[config.mk]
export PLATFORM = sky130hd
export DESIGN_NAME = round_robin_tick_scheduler_unit_flat
export DESIGN_NICKNAME = d
export VERILOG_FILES = /design/src/design/rrts_pkg.sv /design/src/design/rrts_if.sv /design/src/design/round_robin_tick_scheduler_unit.sv /design/src/design/rrts_front.sv /design/src/design/rrts_back.sv /design/src/flat_wrapper.sv
export SDC_FILE = /design/constraint.sdc
export NUM_CORES = 2
export LEC_CHECK = 0
export BUFFER_PORTS_ARGS = -buffer_cell sky130_fd_sc_hd__buf_4
export CORE_MARGIN = 2
export CORE_UTILIZATION = 56
export DETAILED_ROUTE_END_ITERATION = 7
export PLACE_DENSITY = 0.72
export SETUP_SLACK_MARGIN = 0.2
export SYNTH_ARGS = -nofsm -noshare
export SYNTH_HDL_FRONTEND = slang
export SYNTH_SLANG_ARGS = --single-unit
export TNS_END_PERCENT = 30
[constraint.sdc]
create_clock -name clk_i -period 19.1 [get_ports clk_i]
set_input_delay 3.82 -clock clk_i [delete_from_list [all_inputs] [get_ports clk_i]]
set_output_delay 3.82 -clock clk_i [all_outputs]
set_load 0.03 [all_outputs]
[src/design/rrts_pkg.sv]
// Package with shared types and constants for the round-robin tick scheduler.
`timescale 1ns / 1ps
package rrts_pkg;

  localparam int MaxProcs = 16;
  localparam int IdxW = $clog2(MaxProcs);
  localparam int CntW = $clog2(MaxProcs + 1);
  localparam int QDepth = 2;

  typedef enum logic {
    CMD_LOAD = 1'b0,
    CMD_TICK = 1'b1
  } cmd_e;

  typedef enum logic {
    REG_QUANTUM = 1'b0,
    REG_PCOUNT  = 1'b1
  } reg_e;

  typedef struct packed {
    logic        command;
    logic [3:0]  proc_index;
    logic [15:0] arrival_tick;
    logic [15:0] burst_length;
  } in_item_t;

  typedef struct packed {
    logic        running_valid;
    logic [3:0]  running_index;
    logic        finished;
    logic [15:0] finished_wait;
    logic [15:0] finished_turnaround;
    logic        all_done;
    logic [15:0] tick_now;
  } out_item_t;

  typedef struct packed {
    logic            is_tick;
    logic [IdxW-1:0] idx;
    logic            idx_ok;
    logic [15:0]     arrival;
    logic [15:0]     burst;
  } op_t;

  typedef struct packed {
    logic [15:0] quantum;
    logic [CntW-1:0] count;
  } cfg_t;

endpackage

[src/design/rrts_if.sv]
// Valid/ready stream interfaces for the scheduler.
`timescale 1ns / 1ps
interface rrts_in_if import rrts_pkg::*; ();
  logic     valid;
  logic     ready;
  in_item_t data;
  modport source (output valid, output data, input ready);
  modport sink (input valid, input data, output ready);
endinterface

interface rrts_out_if import rrts_pkg::*; ();
  logic      valid;
  logic      ready;
  out_item_t data;
  modport source (output valid, output data, input ready);
  modport sink (input valid, input data, output ready);
endinterface

interface rrts_cfg_if ();
  logic        valid;
  logic        ready;
  logic [0:0]  index;
  logic [15:0] wdata;
  modport source (output valid, output index, output wdata, input ready);
  modport sink (input valid, input index, input wdata, output ready);
endinterface

[src/design/round_robin_tick_scheduler_unit.sv]
// Top level of the round-robin tick scheduler.
`timescale 1ns / 1ps
// The back end walks the process table one entry per cycle, over process_count
// entries (capped at sixteen): a load beat for the all-done check, a tick beat for
// arrivals, the pick and aging. A two-entry queue decouples input acceptance from
// that sequencer; the result register lets the sequencer start the next item while
// a result beat waits, and it stalls only when a second result is ready before the
// first one has been taken.
module round_robin_tick_scheduler_unit import rrts_pkg::*; (
  input  logic    clk_i,
  input  logic    rst_ni,
  rrts_cfg_if.sink   cfg_s,
  rrts_in_if.sink    in_s,
  rrts_out_if.source out_s
);

  cfg_t cfg_q;
  logic op_valid, op_pop;
  op_t  op;

  assign cfg_s.ready = 1'b1;

  always_ff @(posedge clk_i or negedge rst_ni) begin
    if (!rst_ni) begin
      cfg_q.quantum <= 16'd1;
      cfg_q.count <= CntW'(1);
    end else if (cfg_s.valid) begin
      case (cfg_s.index)
        REG_QUANTUM: cfg_q.quantum <= cfg_s.wdata;
        REG_PCOUNT:  cfg_q.count <= cfg_s.wdata[CntW-1:0];
        default: ;
      endcase
    end
  end

  rrts_front u_front (
    .clk_i, .rst_ni, .in_s,
    .op_valid_o(op_valid), .op_o(op), .op_pop_i(op_pop)
  );

  rrts_back u_back (
    .clk_i, .rst_ni, .cfg_i(cfg_q),
    .op_valid_i(op_valid), .op_i(op), .op_pop_o(op_pop), .out_s
  );

endmodule

[src/design/rrts_front.sv]
// Front end: accepts input beats, classifies them and queues decoded operations.
`timescale 1ns / 1ps
module rrts_front import rrts_pkg::*; (
  input  logic       clk_i,
  input  logic       rst_ni,
  rrts_in_if.sink    in_s,
  output logic       op_valid_o,
  output op_t        op_o,
  input  logic       op_pop_i
);

  op_t         mem_q [QDepth];
  logic        wr_q, rd_q;
  logic [1:0]  cnt_q;
  logic        push;
  op_t         dec;

  assign in_s.ready = (cnt_q != 2'(QDepth));
  assign push = in_s.valid && in_s.ready;
  assign op_valid_o = (cnt_q != 2'd0);
  assign op_o = mem_q[rd_q];

  always_comb begin
    dec.is_tick = (in_s.data.command == CMD_TICK);
    dec.idx     = in_s.data.proc_index[IdxW-1:0];
    dec.idx_ok  = ({28'd0, in_s.data.proc_index} < 32'(MaxProcs));
    dec.arrival = in_s.data.arrival_tick;
    dec.burst   = in_s.data.burst_length;
  end

  always_ff @(posedge clk_i) begin
    if (push) mem_q[wr_q] <= dec;
  end

  always_ff @(posedge clk_i or negedge rst_ni) begin
    if (!rst_ni) begin
      wr_q <= 1'b0;
      rd_q <= 1'b0;
      cnt_q <= 2'd0;
    end else begin
      if (push) wr_q <= ~wr_q;
      if (op_pop_i) rd_q <= ~rd_q;
      cnt_q <= cnt_q + {1'b0, push} - {1'b0, op_pop_i};
    end
  end

endmodule

[src/design/rrts_back.sv]
// Back end: sequencer that walks the process table for each load and tick command.
`timescale 1ns / 1ps
module rrts_back import rrts_pkg::*; (
  input  logic       clk_i,
  input  logic       rst_ni,
  input  cfg_t       cfg_i,
  input  logic       op_valid_i,
  input  op_t        op_i,
  output logic       op_pop_o,
  rrts_out_if.source out_s
);

  typedef enum logic [5:0] {
    ST_IDLE = 6'b000001,
    ST_ARR  = 6'b000010,
    ST_PICK = 6'b000100,
    ST_RUN  = 6'b001000,
    ST_AGE  = 6'b010000,
    ST_OUT  = 6'b100000
  } state_e;

  state_e state_q, state_d;

  logic [15:0] arr_q  [MaxProcs];
  logic [15:0] lrn_q  [MaxProcs];
  logic [15:0] rem_q  [MaxProcs];
  logic [15:0] age_q  [MaxProcs];
  logic [15:0] wait_q [MaxProcs];
  logic [MaxProcs-1:0] rdy_q, res_q;

  logic [15:0] tick_q, qleft_q;
  logic        busy_q;
  logic [IdxW-1:0] cur_q;

  logic [CntW-1:0] i_q;
  logic [IdxW-1:0] ix;
  op_t         op_q;
  logic        found_q, anyrdy_q, alldone_q, fin_q;
  logic [15:0] best_q;
  logic [IdxW-1:0] c_q;
  logic [15:0] fw_q, ft_q;
  logic [1:0]  pmode_q;
  logic        oval_q;
  out_item_t   odat_q;

  logic [15:0]   effq;
  logic [CntW-1:0] n;
  logic          last;
  logic          cur_rdy;
  logic          out_free;
  logic [15:0]   gap;
  logic [16:0]   wsum;
  logic [15:0]   new_wait;

  assign effq = (cfg_i.quantum == 16'd0) ? 16'd1 : cfg_i.quantum;
  assign n = (cfg_i.count > CntW'(MaxProcs)) ? CntW'(MaxProcs) : cfg_i.count;
  assign ix = i_q[IdxW-1:0];
  assign last = (i_q + CntW'(1) >= n);
  assign cur_rdy = ({1'b0, cur_q} < n) && rdy_q[cur_q];
  assign out_free = !oval_q || out_s.ready;

  // Waiting gap of the chosen entry, added on the first run of a quantum.
  assign gap = (tick_q >= lrn_q[c_q]) ? tick_q - lrn_q[c_q] : 16'd0;
  assign wsum = {1'b0, wait_q[c_q]} + {1'b0, gap};
  assign new_wait = wsum[16] ? 16'hFFFF : wsum[15:0];

  assign op_pop_o = (state_q == ST_IDLE) && op_valid_i;
  assign out_s.valid = oval_q;
  assign out_s.data = odat_q;

  always_comb begin
    state_d = state_q;
    case (state_q)
      ST_IDLE: if (op_pop_o) state_d = op_i.is_tick ? ST_ARR : ST_AGE;
      ST_ARR:  if (last || n == '0) state_d = ST_PICK;
      ST_PICK: begin
        if (pmode_q == 2'd0) begin
          if (cur_rdy) state_d = ST_RUN;
        end else if (last || n == '0) begin
          state_d = ST_RUN;
        end
      end
      ST_RUN:  if (!(pmode_q == 2'd2 && !found_q && cur_rdy)) state_d = ST_AGE;
      ST_AGE:  if (last || n == '0) state_d = ST_OUT;
      ST_OUT:  if (out_free) state_d = ST_IDLE;
      default: state_d = ST_IDLE;
    endcase
  end

  // Per-entry scans share one index counter; one entry per cycle.
  always_ff @(posedge clk_i) begin
    case (state_q)
      ST_IDLE: if (op_pop_o && !op_i.is_tick && op_i.idx_ok) begin
        arr_q[op_i.idx] <= op_i.arrival;
        lrn_q[op_i.idx] <= op_i.arrival;
        wait_q[op_i.idx] <= 16'd0;
      end
      ST_RUN: if (found_q) begin
        if (!res_q[c_q]) wait_q[c_q] <= new_wait;
        lrn_q[c_q] <= (tick_q == 16'hFFFF) ? 16'hFFFF : tick_q + 16'd1;
      end
      default: ;
    endcase
  end

  always_ff @(posedge clk_i or negedge rst_ni) begin
    if (!rst_ni) begin
      state_q <= ST_IDLE;
      for (int k = 0; k < MaxProcs; k++) begin
        rem_q[k] <= 16'd0;
        age_q[k] <= 16'd0;
      end
      rdy_q <= '0;
      res_q <= '0;
      tick_q <= 16'd0;
      qleft_q <= 16'd1;
      busy_q <= 1'b0;
      cur_q <= '0;
      i_q <= '0;
      op_q <= '0;
      found_q <= 1'b0;
      anyrdy_q <= 1'b0;
      alldone_q <= 1'b1;
      fin_q <= 1'b0;
      best_q <= 16'd0;
      c_q <= '0;
      fw_q <= 16'd0;
      ft_q <= 16'd0;
      pmode_q <= 2'd0;
      oval_q <= 1'b0;
      odat_q <= '0;
    end else begin
      state_q <= state_d;
      if (state_q == ST_OUT && out_free) oval_q <= 1'b1;
      else if (oval_q && out_s.ready) oval_q <= 1'b0;
      case (state_q)
        ST_IDLE: if (op_pop_o) begin
          op_q <= op_i;
          i_q <= '0;
          found_q <= 1'b0;
          fin_q <= 1'b0;
          best_q <= 16'd0;
          c_q <= '0;
          alldone_q <= 1'b1;
          anyrdy_q <= 1'b0;
          if (!op_i.is_tick && op_i.idx_ok) begin
            rem_q[op_i.idx] <= op_i.burst;
            rdy_q[op_i.idx] <= 1'b0;
            age_q[op_i.idx] <= 16'd0;
            res_q[op_i.idx] <= 1'b0;
          end
        end
        ST_ARR: begin
          if (n != '0 && rem_q[ix] != 16'd0 && !rdy_q[ix] && arr_q[ix] == tick_q) begin
            rdy_q[ix] <= 1'b1;
            age_q[ix] <= 16'd1;
          end
          i_q <= last ? '0 : i_q + CntW'(1);
          if (last || n == '0) begin
            if (!busy_q) pmode_q <= 2'd1;
            else if (qleft_q != effq) pmode_q <= 2'd0;
            else pmode_q <= 2'd2;
          end
        end
        ST_PICK: begin
          if (pmode_q == 2'd0) begin
            if (cur_rdy) begin
              found_q <= 1'b1;
              c_q <= cur_q;
            end else begin
              pmode_q <= 2'd2;
            end
          end else if (n != '0) begin
            if (pmode_q == 2'd1) begin
              if (!found_q && rdy_q[ix]) begin
                found_q <= 1'b1;
                c_q <= ix;
              end
            end else if (rdy_q[ix] && age_q[ix] > best_q) begin
              best_q <= age_q[ix];
              c_q <= ix;
              found_q <= 1'b1;
            end
            i_q <= last ? '0 : i_q + CntW'(1);
          end
        end
        ST_RUN: begin
          if (pmode_q == 2'd2 && !found_q && cur_rdy) begin
            // No aged candidate: the current process keeps the processor.
            found_q <= 1'b1;
            c_q <= cur_q;
          end else if (found_q) begin
            busy_q <= 1'b1;
            cur_q <= c_q;
            // The entry stays resumed unless its quantum runs out without finishing.
            res_q[c_q] <= !(rem_q[c_q] != 16'd1 && qleft_q == 16'd1);
            rem_q[c_q] <= rem_q[c_q] - 16'd1;
            if (rem_q[c_q] == 16'd1) begin
              fin_q <= 1'b1;
              qleft_q <= effq;
              rdy_q[c_q] <= 1'b0;
              fw_q <= res_q[c_q] ? wait_q[c_q] : new_wait;
              ft_q <= ({1'b0, tick_q} + 17'd1 >= {1'b0, arr_q[c_q]}) ?
                (({1'b0, tick_q} + 17'd1 - {1'b0, arr_q[c_q]} > 17'hFFFF) ? 16'hFFFF :
                 16'(tick_q + 16'd1 - arr_q[c_q])) : 16'd0;
            end else if (qleft_q == 16'd1) begin
              qleft_q <= effq;
            end else begin
              qleft_q <= qleft_q - 16'd1;
            end
          end
          i_q <= '0;
        end
        ST_AGE: begin
          if (op_q.is_tick && n != '0) begin
            if (found_q) begin
              if (rdy_q[ix] && ix != c_q)
                age_q[ix] <= (age_q[ix] == 16'hFFFF) ? 16'hFFFF : age_q[ix] + 16'd1;
              else
                age_q[ix] <= 16'd0;
              if (rdy_q[ix]) anyrdy_q <= 1'b1;
            end
            if (rem_q[ix] != 16'd0) alldone_q <= 1'b0;
            i_q <= last ? '0 : i_q + CntW'(1);
          end else if (!op_q.is_tick && n != '0) begin
            if (rem_q[ix] != 16'd0) alldone_q <= 1'b0;
            i_q <= last ? '0 : i_q + CntW'(1);
          end
        end
        ST_OUT: if (out_free) begin
          if (found_q && fin_q) busy_q <= anyrdy_q;
          if (op_q.is_tick) tick_q <= (tick_q == 16'hFFFF) ? 16'hFFFF : tick_q + 16'd1;
          odat_q.running_valid <= found_q;
          odat_q.running_index <= found_q ? 4'(c_q) : 4'd0;
          odat_q.finished <= fin_q;
          odat_q.finished_wait <= fin_q ? fw_q : 16'd0;
          odat_q.finished_turnaround <= fin_q ? ft_q : 16'd0;
          odat_q.all_done <= alldone_q;
          odat_q.tick_now <= op_q.is_tick ?
            ((tick_q == 16'hFFFF) ? 16'hFFFF : tick_q + 16'd1) : tick_q;
        end
        default: ;
      endcase
    end
  end

endmodule

[src/flat_wrapper.sv]
// flat-port wrapper written by rule: the top's interface ports become plain ports
module round_robin_tick_scheduler_unit_flat import rrts_pkg::*;
  (clk_i, rst_ni, cfg_s_valid, cfg_s_index, cfg_s_wdata, cfg_s_ready, in_s_valid, in_s_data, in_s_ready, out_s_valid, out_s_data, out_s_ready);
  rrts_cfg_if cfg_s_i ();
  rrts_in_if in_s_i ();
  rrts_out_if out_s_i ();
  input  logic clk_i;
  input  logic rst_ni;
  input wire logic [$bits(cfg_s_i.valid)-1:0] cfg_s_valid;
  input wire logic [$bits(cfg_s_i.index)-1:0] cfg_s_index;
  input wire logic [$bits(cfg_s_i.wdata)-1:0] cfg_s_wdata;
  output wire logic [$bits(cfg_s_i.ready)-1:0] cfg_s_ready;
  input wire logic [$bits(in_s_i.valid)-1:0] in_s_valid;
  input wire logic [$bits(in_s_i.data)-1:0] in_s_data;
  output wire logic [$bits(in_s_i.ready)-1:0] in_s_ready;
  output wire logic [$bits(out_s_i.valid)-1:0] out_s_valid;
  output wire logic [$bits(out_s_i.data)-1:0] out_s_data;
  input wire logic [$bits(out_s_i.ready)-1:0] out_s_ready;
  assign cfg_s_i.valid = cfg_s_valid;
  assign cfg_s_i.index = cfg_s_index;
  assign cfg_s_i.wdata = cfg_s_wdata;
  assign cfg_s_ready = cfg_s_i.ready;
  assign in_s_i.valid = in_s_valid;
  assign in_s_i.data = in_s_data;
  assign in_s_ready = in_s_i.ready;
  assign out_s_valid = out_s_i.valid;
  assign out_s_data = out_s_i.data;
  assign out_s_i.ready = out_s_ready;
  round_robin_tick_scheduler_unit u_core (.clk_i(clk_i), .rst_ni(rst_ni), .cfg_s(cfg_s_i), .in_s(in_s_i), .out_s(out_s_i));
endmodule
Word level (Yosys, flattened, before mapping)
Memory sizes are Yosys's and may differ from the RTL's.
Cells that the tools add are included.
Word-level totals
  memories: 4
  bits in writable memories: 842
  register bits: 716
  word-level logic and storage cells: 387
Memory list
  u_core.u_back.arr_q: words 16, width 16, rd ports 2, clocked after memory_dff 0, write ports 1, RTL line rrts_back.sv:24  | logic [15:0] arr_q [MaxProcs];
  u_core.u_back.lrn_q: words 16, width 16, rd ports 1, clocked after memory_dff 0, write ports 1, RTL line rrts_back.sv:25  | logic [15:0] lrn_q [MaxProcs];
  u_core.u_back.wait_q: words 16, width 16, rd ports 1, clocked after memory_dff 0, write ports 1, RTL line rrts_back.sv:28  | logic [15:0] wait_q [MaxProcs];
  u_core.u_front.mem_q: words 2, width 37, rd ports 1, clocked after memory_dff 0, write ports 1, RTL line rrts_front.sv:12  | op_t mem_q [QDepth];
Cells by class
  bitwise logic cells: 20
  magnitude comparators: 20
  equality and inequality tests: 43
  reduce and logical (&&, ||, !) cells: 71
  muxes and demuxes: 155
  add/sub/neg operators: 12
Operators by type and width (count)
  256-bit two-way mux: 10
  256-bit bitwise mux: 3
  256-bit case mux with 3 select lines: 1
  16-bit two-way mux: 39
  256-bit AND: 2
  256-bit inverter: 2
  256-bit case mux with 2 select lines: 1
  240-bit AND: 1
  240-bit inverter: 1
  16-bit binary-select mux with 4-bit select: 3
  16-bit demux with 4-bit select: 3
  16-bit case mux with 2 select lines: 2
  16-bit AND: 3
  6-bit two-way mux: 8
  16-bit case mux with 3 select lines: 1
  1-bit two-way mux: 44
  4-bit two-way mux: 11
  5-bit two-way mux: 8
  2-bit inequality test, second input constant: 19
  6-bit case mux with 6 select lines: 1
  16-bit by 1-bit adder with 16-bit output, second input constant: 2
  16-bit by 1-bit == test with 1-bit output, second input constant: 2
  16-bit == test, second input constant: 2
  16-bit inverter: 2
  other kinds (64): 150

Depth between registers and ports, before layout
  word-level depth: 11
  mapped depth: 36
  gate-level depth less buffers: 25

Hierarchy
Synthesis repeated with hierarchy kept, for this count alone.
Second synthesis, totals
  cells, all modules: 5611
  area total of the unflattened synthesis: 74611.6 µm²
By module, submodules not included
  rrts_back: cells each 5429, times used 1, area an instance 70871.7 µm², sequential area each 40357.5 µm²
  rrts_front: cells each 134, times used 1, area an instance 2877.8 µm², sequential area each 2322.2 µm²
  round_robin_tick_scheduler_unit: cells each 48, times used 1, area an instance 862.1 µm², sequential area each 528.0 µm²

Least setup slack after synthesis
Ideal clock, no wire load.
  kind: register -> register
  start: reg u_core.u_back.c_q[0]
  end: mem u_core.u_back.wait_q[0][4] (data pin)
  clock period less this slack: 8.983 ns
  slack: 10.117 ns
  stages on the path, launching flop included: 37
  data arrival time: 8.707 ns
  cell sequence: dfrtp_1 buf_6 buf_6 buf_6 buf_6 buf_2 buf_2 buf_2 buf_2 buf_2 mux4_2 mux4_2 ha_1 fa_1 nor2b_1 o21ai_0 nand2b_1 a21o_1 a31oi_1 o211a_1 o31ai_1 a31oi_1 clkbuf_1 nor2_1 ha_1 inv_1 fa_1 nor2b_1 o21a_1 o21ai_0 a211oi_1 nor3b_1 nor3_1 or2_2 buf_1 a21oi_1 nor2_1
Between the ends
  longest elaborated chain between the ends: 8
Ends and longest elaborated chain
  start, declared: RTL line rrts_back.sv:40  | logic [IdxW-1:0] c_q;
  start signal, assigned: RTL line rrts_back.sv:169  | c_q <= cur_q;
  start signal, assigned: RTL line rrts_back.sv:177  | c_q <= ix;
  start signal, assigned: RTL line rrts_back.sv:181  | c_q <= ix;
  branches (longest 7 deep; another with 16-bit by 16-bit adder with 17-bit output)
  16-bit two-way mux (no line) (*)
  end, declared: RTL line rrts_back.sv:28
Mark *: on every way between the ends. The select of a mux whose other input is x is not followed.

Worst setup path in the final report
  start: reg u_core.u_back.c_q[1]
  end: mem u_core.u_back.wait_q[4][8] (data pin)
The elaborated chain is that of the path after synthesis.

==> flow_summary.json <==
{
  "status": "complete, no violations",
  "cpPeakStageDelay_ps": 1050,
  "seq_area_frac_synth_pct": 58.7,
  "ant_nets": 0,
  "fin_skew_ps": 42.6,
  "cts.sinks": 1558,
  "setup_violations": 0,
  "clk_latency_ps": 820,
  "power_per_cell_area_nw_per_um2": 129,
  "crit_arrival_ps": 9380,
  "vias_per_cell": 6.99,
  "cellLeakagePower_nw": 29.8,
  "die_x_um": 367,
  "yosysWarningCount": 0,
  "synthAdderAreaFrac_pct": 1.51,
  "routed_wl_um": 228000,
  "reg2reg_to": "u_core.u_back.wait_q[4][8]$_DFFE_PP_",
  "slowest_stage": "dfrtp_4",
  "clk_pin_slew_worst_paths_ps": 60,
  "netlist_instances": 5399,
  "synth_edf_count": 842,
  "cp.depth": 24,
  "syn-mean-instance-area_um2": 13.6,
  "pre_cts_ws_ps": 10310,
  "final_area_um2": 82100,
  "cp-start-kind": "flop",
  "min_period_over_period_pct": 47.0,
  "cts_resized": 0,
  "cpLargestDelayFamily": "compound AO/OA/AOI/OAI gates",
  "antenna_found_initial": 3,
  "rr_worst_depth": 24,
  "hold_viol_final": 0,
  "cts_hold_buf": 0,
  "postPlaceCellArea_um2": 76500,
  "synth_top_family_by_area": "multiplexers",
  "rows": 133,
  "path_buf_inv": 3,
  "min_to": "u_core.u_back.alldone_q$_DFFE_PN1P_",
  "grt_overflow": 0,
  "grt_max_degree": 170,
  "place_congestion": 0.980,
  "start_util_pct": 56.2,
  "critPathRequiredTime_ps": 19500,
  "wl_per_cell_um": 31.0,
  "ys_types": 80,
  "tritoncts": "yes",
  "htreeDepth": 4,
  "critPathKind": "flop to flop",
  "synth-xor-area-share_pct": 1.27,
  "dp_hpwl_um": 147000,
  "yosysTopAreaCell": "edfxtp_1",
  "syn_nets": 5545,
  "fmax_mhz": 111,
  "min_path_cells": 2,
  "cts_buffer_depth": 3,
  "nNetsFinal": 5595,
  "crit_path_cell_trace": "buf_4, mux4_2, mux4_2, fa_1, nor2b_1, o21ai_0, nand2b_1, a21o_1, a31oi_1, o211a_1, o31ai_1, a31oi_1, buf_4, nor3_1, ha_1, nor2b_1, o21a_1, o21ai_0, a211oi_1, nor3b_1, nor3_1, buf_4, nor2_1, a21oi_1",
  "firstDrtPassIters": 7,
  "worst_slew_pin_slew_ps": 1350,
  "async_flop_share_pct": 46.0,
  "ys_ff_latch": 1558,
  "synth_top_cell_area_share_pct": 34.3,
  "critPathMostFrequentCell": "buf_4",
  "synth-simple-area-share_pct": 7.77,
  "cts_buffers": 162,
  "dieArea_um2": 134000,
  "drive_above_1_share_pct": 19.9,
  "drc": 0,
  "period_needed_ps": 8980,
  "root_buffer": "clkbuf_16",
  "yosys_most_used_dff": "edfxtp_1",
  "syn_area_um2": 73600,
  "first_global_vias": 50800,
  "coreArea_um2": 131000,
  "die_h_um": 367,
  "syn_to_final_growth_pct": 11.5,
  "grt_pass1_wl_um": 335000,
  "cts_setup_buffers": 0,
  "r2r_slack_ps": 10120,
  "report.final.slew_viol_count": 0,
  "pin_count": 117,
  "n_antenna_cell": 0,
  "worstHoldStart": "u_core.u_back.alldone_q$_DFFE_PN1P_",
  "vias": 51300,
  "timing.setup.tns_ps": 0,
  "track_usage_pct": 33.8,
  "maxCapViolations": 0,
  "path_max_fanout": 65,
  "drt-initial-drc-count": 7324,
  "finalWorstSetupSlack_ps": 10120,
  "peakVddDrop_mv": 0.106,
  "max_slew_margin_pct": 10.2,
  "muxShareOfSynthArea_pct": 15.8,
  "synth_compound_area_share_pct": 12.1,
  "end_kind": "flop",
  "netlist_top_cells_area": "edfxtp_1, dfrtp_1, mux4_2",
  "rsz0062_at_grt": "false",
  "rr_startpoint": "u_core.u_back.c_q[1]$_DFFE_PN0P_",
  "numPortBuffers": 115,
  "min_path_type": "flop to flop"
}
## final cells by class
class                      instances  area (µm²)
multi-input combinational       3316       28400
clock inverter                    84        1190
clock buffer                     211        4420
timing repair buffer             263        2030
fill                            9558       48900
sequential                      1558       43200
tap                             1755        2200
inverter                         148         556
## worst min-delay path: stages, from the launching register on
cell and delay [ps]:
dfstp_2 370, nand2_1 50, nand2_1 40
## metrics by stage
stage / utilization, % / hold WS (ps) / cells / power (mW)
CTS: 62.7 / 460 / 7335 / 10.5
detailed placement: 58.4 / 451 / 7040 / 7.17
finish: 62.7 / 460 / 7335 / 10.6
global route: 62.7 / 468 / 7335 / 10.9
global placement: 58.4 / 449 / 7040 / 7.11
floorplan: - / 438 / 5399 / 6.12
## power by group
group	internal, mW	total [mW]	leakage [nW]	switching [mW]
combinational	0.924	2.82	10.2	1.90
sequential	4.07	4.40	16.9	0.333
clock	1.94	3.33	2.71	1.38
## cell families after synthesis
kind of cell / count (synthesis)
DFF: 1558
and+or+nand+nor: 1269
AOI/OAI and AO/OA: 1268
muxes: 586
buffers and inverters: 525
xor gates and xnor gates: 105
adders and majority gates: 87
other: 1
## layout by cell type, fill, tap and decap left out, types with 31 or more instances in the layout
cell type / Yosys / layout
edfxtp_1: 842 / 842
dfrtp_1: 711 / 703
nand2_1: 516 / 516
mux4_2: 452 / 452
nor2_1: 347 / 316
o21ai_0: 266 / 266
buf_4: 8 / 258
o2bb2ai_1: 227 / 227
a21oi_1: 171 / 171
clkbuf_16: 0 / 163
inv_1: 134 / 134
ha_1: 84 / 84
o21a_1: 83 / 83
o211ai_1: 81 / 81
xnor2_1: 80 / 75
nor4_1: 74 / 74
o221ai_1: 73 / 73
nor3_1: 72 / 72
mux2_2: 70 / 70
mux2i_1: 64 / 64
nand3_1: 51 / 51
o22a_1: 48 / 48
o21ai_1: 43 / 42
a21o_1: 38 / 38
nand4_1: 37 / 37
a22oi_1: 37 / 37
clkbuf_1: 244 / 32
o31ai_1: 31 / 31
## flip-flops by register name, indices dropped and copies added, names as in the netlist, 21 cells and up
name / flops
u_core.u_back.arr_q: 256
u_core.u_back.rem_q: 256
u_core.u_back.age_q: 256
u_core.u_front.mem_q: 74
u_core.u_back.wait_q: 256
u_core.u_back.lrn_q: 256
u_core.cfg_q: 21
u_core.u_back.out_s.data: 55
## metal layers
metal | wire, µm | track usage, % | vias up
li1 | - | - | 21100
met1 | 83400 | 44.8 | 26100
met2 | 105000 | 51.8 | 3375
met3 | 25300 | 8.34 | 743
met4 | 14100 | 18.6 | 6
met5 | 59 | 0 | -
## synth_stat cells (all sizes together) (10+ instances only)
cell type and number:
edfxtp 842, a211oi 19, o211ai 81, buf 133, nor2 347, o31ai 31
mux4 452, nand3b 10, nand2b 26, o21ai 309, nand3 51, a22o 15
o21a 83, xnor2 80, clkbuf 244, a41oi 11, ha 84, o221ai 73
and3 19, xor2 25, or3 21, o22a 48, a22oi 37, inv 139
dfrtp 711, nor2b 30, nor4 76, a31oi 27, a21o 38, and2 24
mux2i 64, mux2 70, a32o 29, nand2 517, nor3 72, or2 12
o2bb2ai 227, a221oi 11, a21oi 171, nand4 37
## how the worst max path moves through the flow
| stage | startpoint | to | slack [ps] |
|---|---|---|---|
| 2_1_floorplan | u_core.u_back.c_q[0]$_DFFE_PN0P_ | u_core.u_back.wait_q[0][4]$_DFFE_PP_ | 10120 |
| 4_1_cts | u_core.u_back.c_q[0]$_DFFE_PN0P_ | u_core.u_back.wait_q[4][8]$_DFFE_PP_ | 10250 |
| 3_5_place_dp | u_core.u_back.c_q[0]$_DFFE_PN0P_ | u_core.u_back.wait_q[14][8]$_DFFE_PP_ | 10310 |
| 3_3_place_gp | u_core.u_back.c_q[0]$_DFFE_PN0P_ | u_core.u_back.wait_q[4][8]$_DFFE_PP_ | 10230 |
| 6_report | u_core.u_back.c_q[1]$_DFFE_PN0P_ | u_core.u_back.wait_q[4][8]$_DFFE_PP_ | 10120 |
| 5_1_grt | u_core.u_back.c_q[0]$_DFFE_PN0P_ | u_core.u_back.wait_q[3][4]$_DFFE_PP_ | 9530 |
No activity file was read; power rests on OpenSTA's default activity.
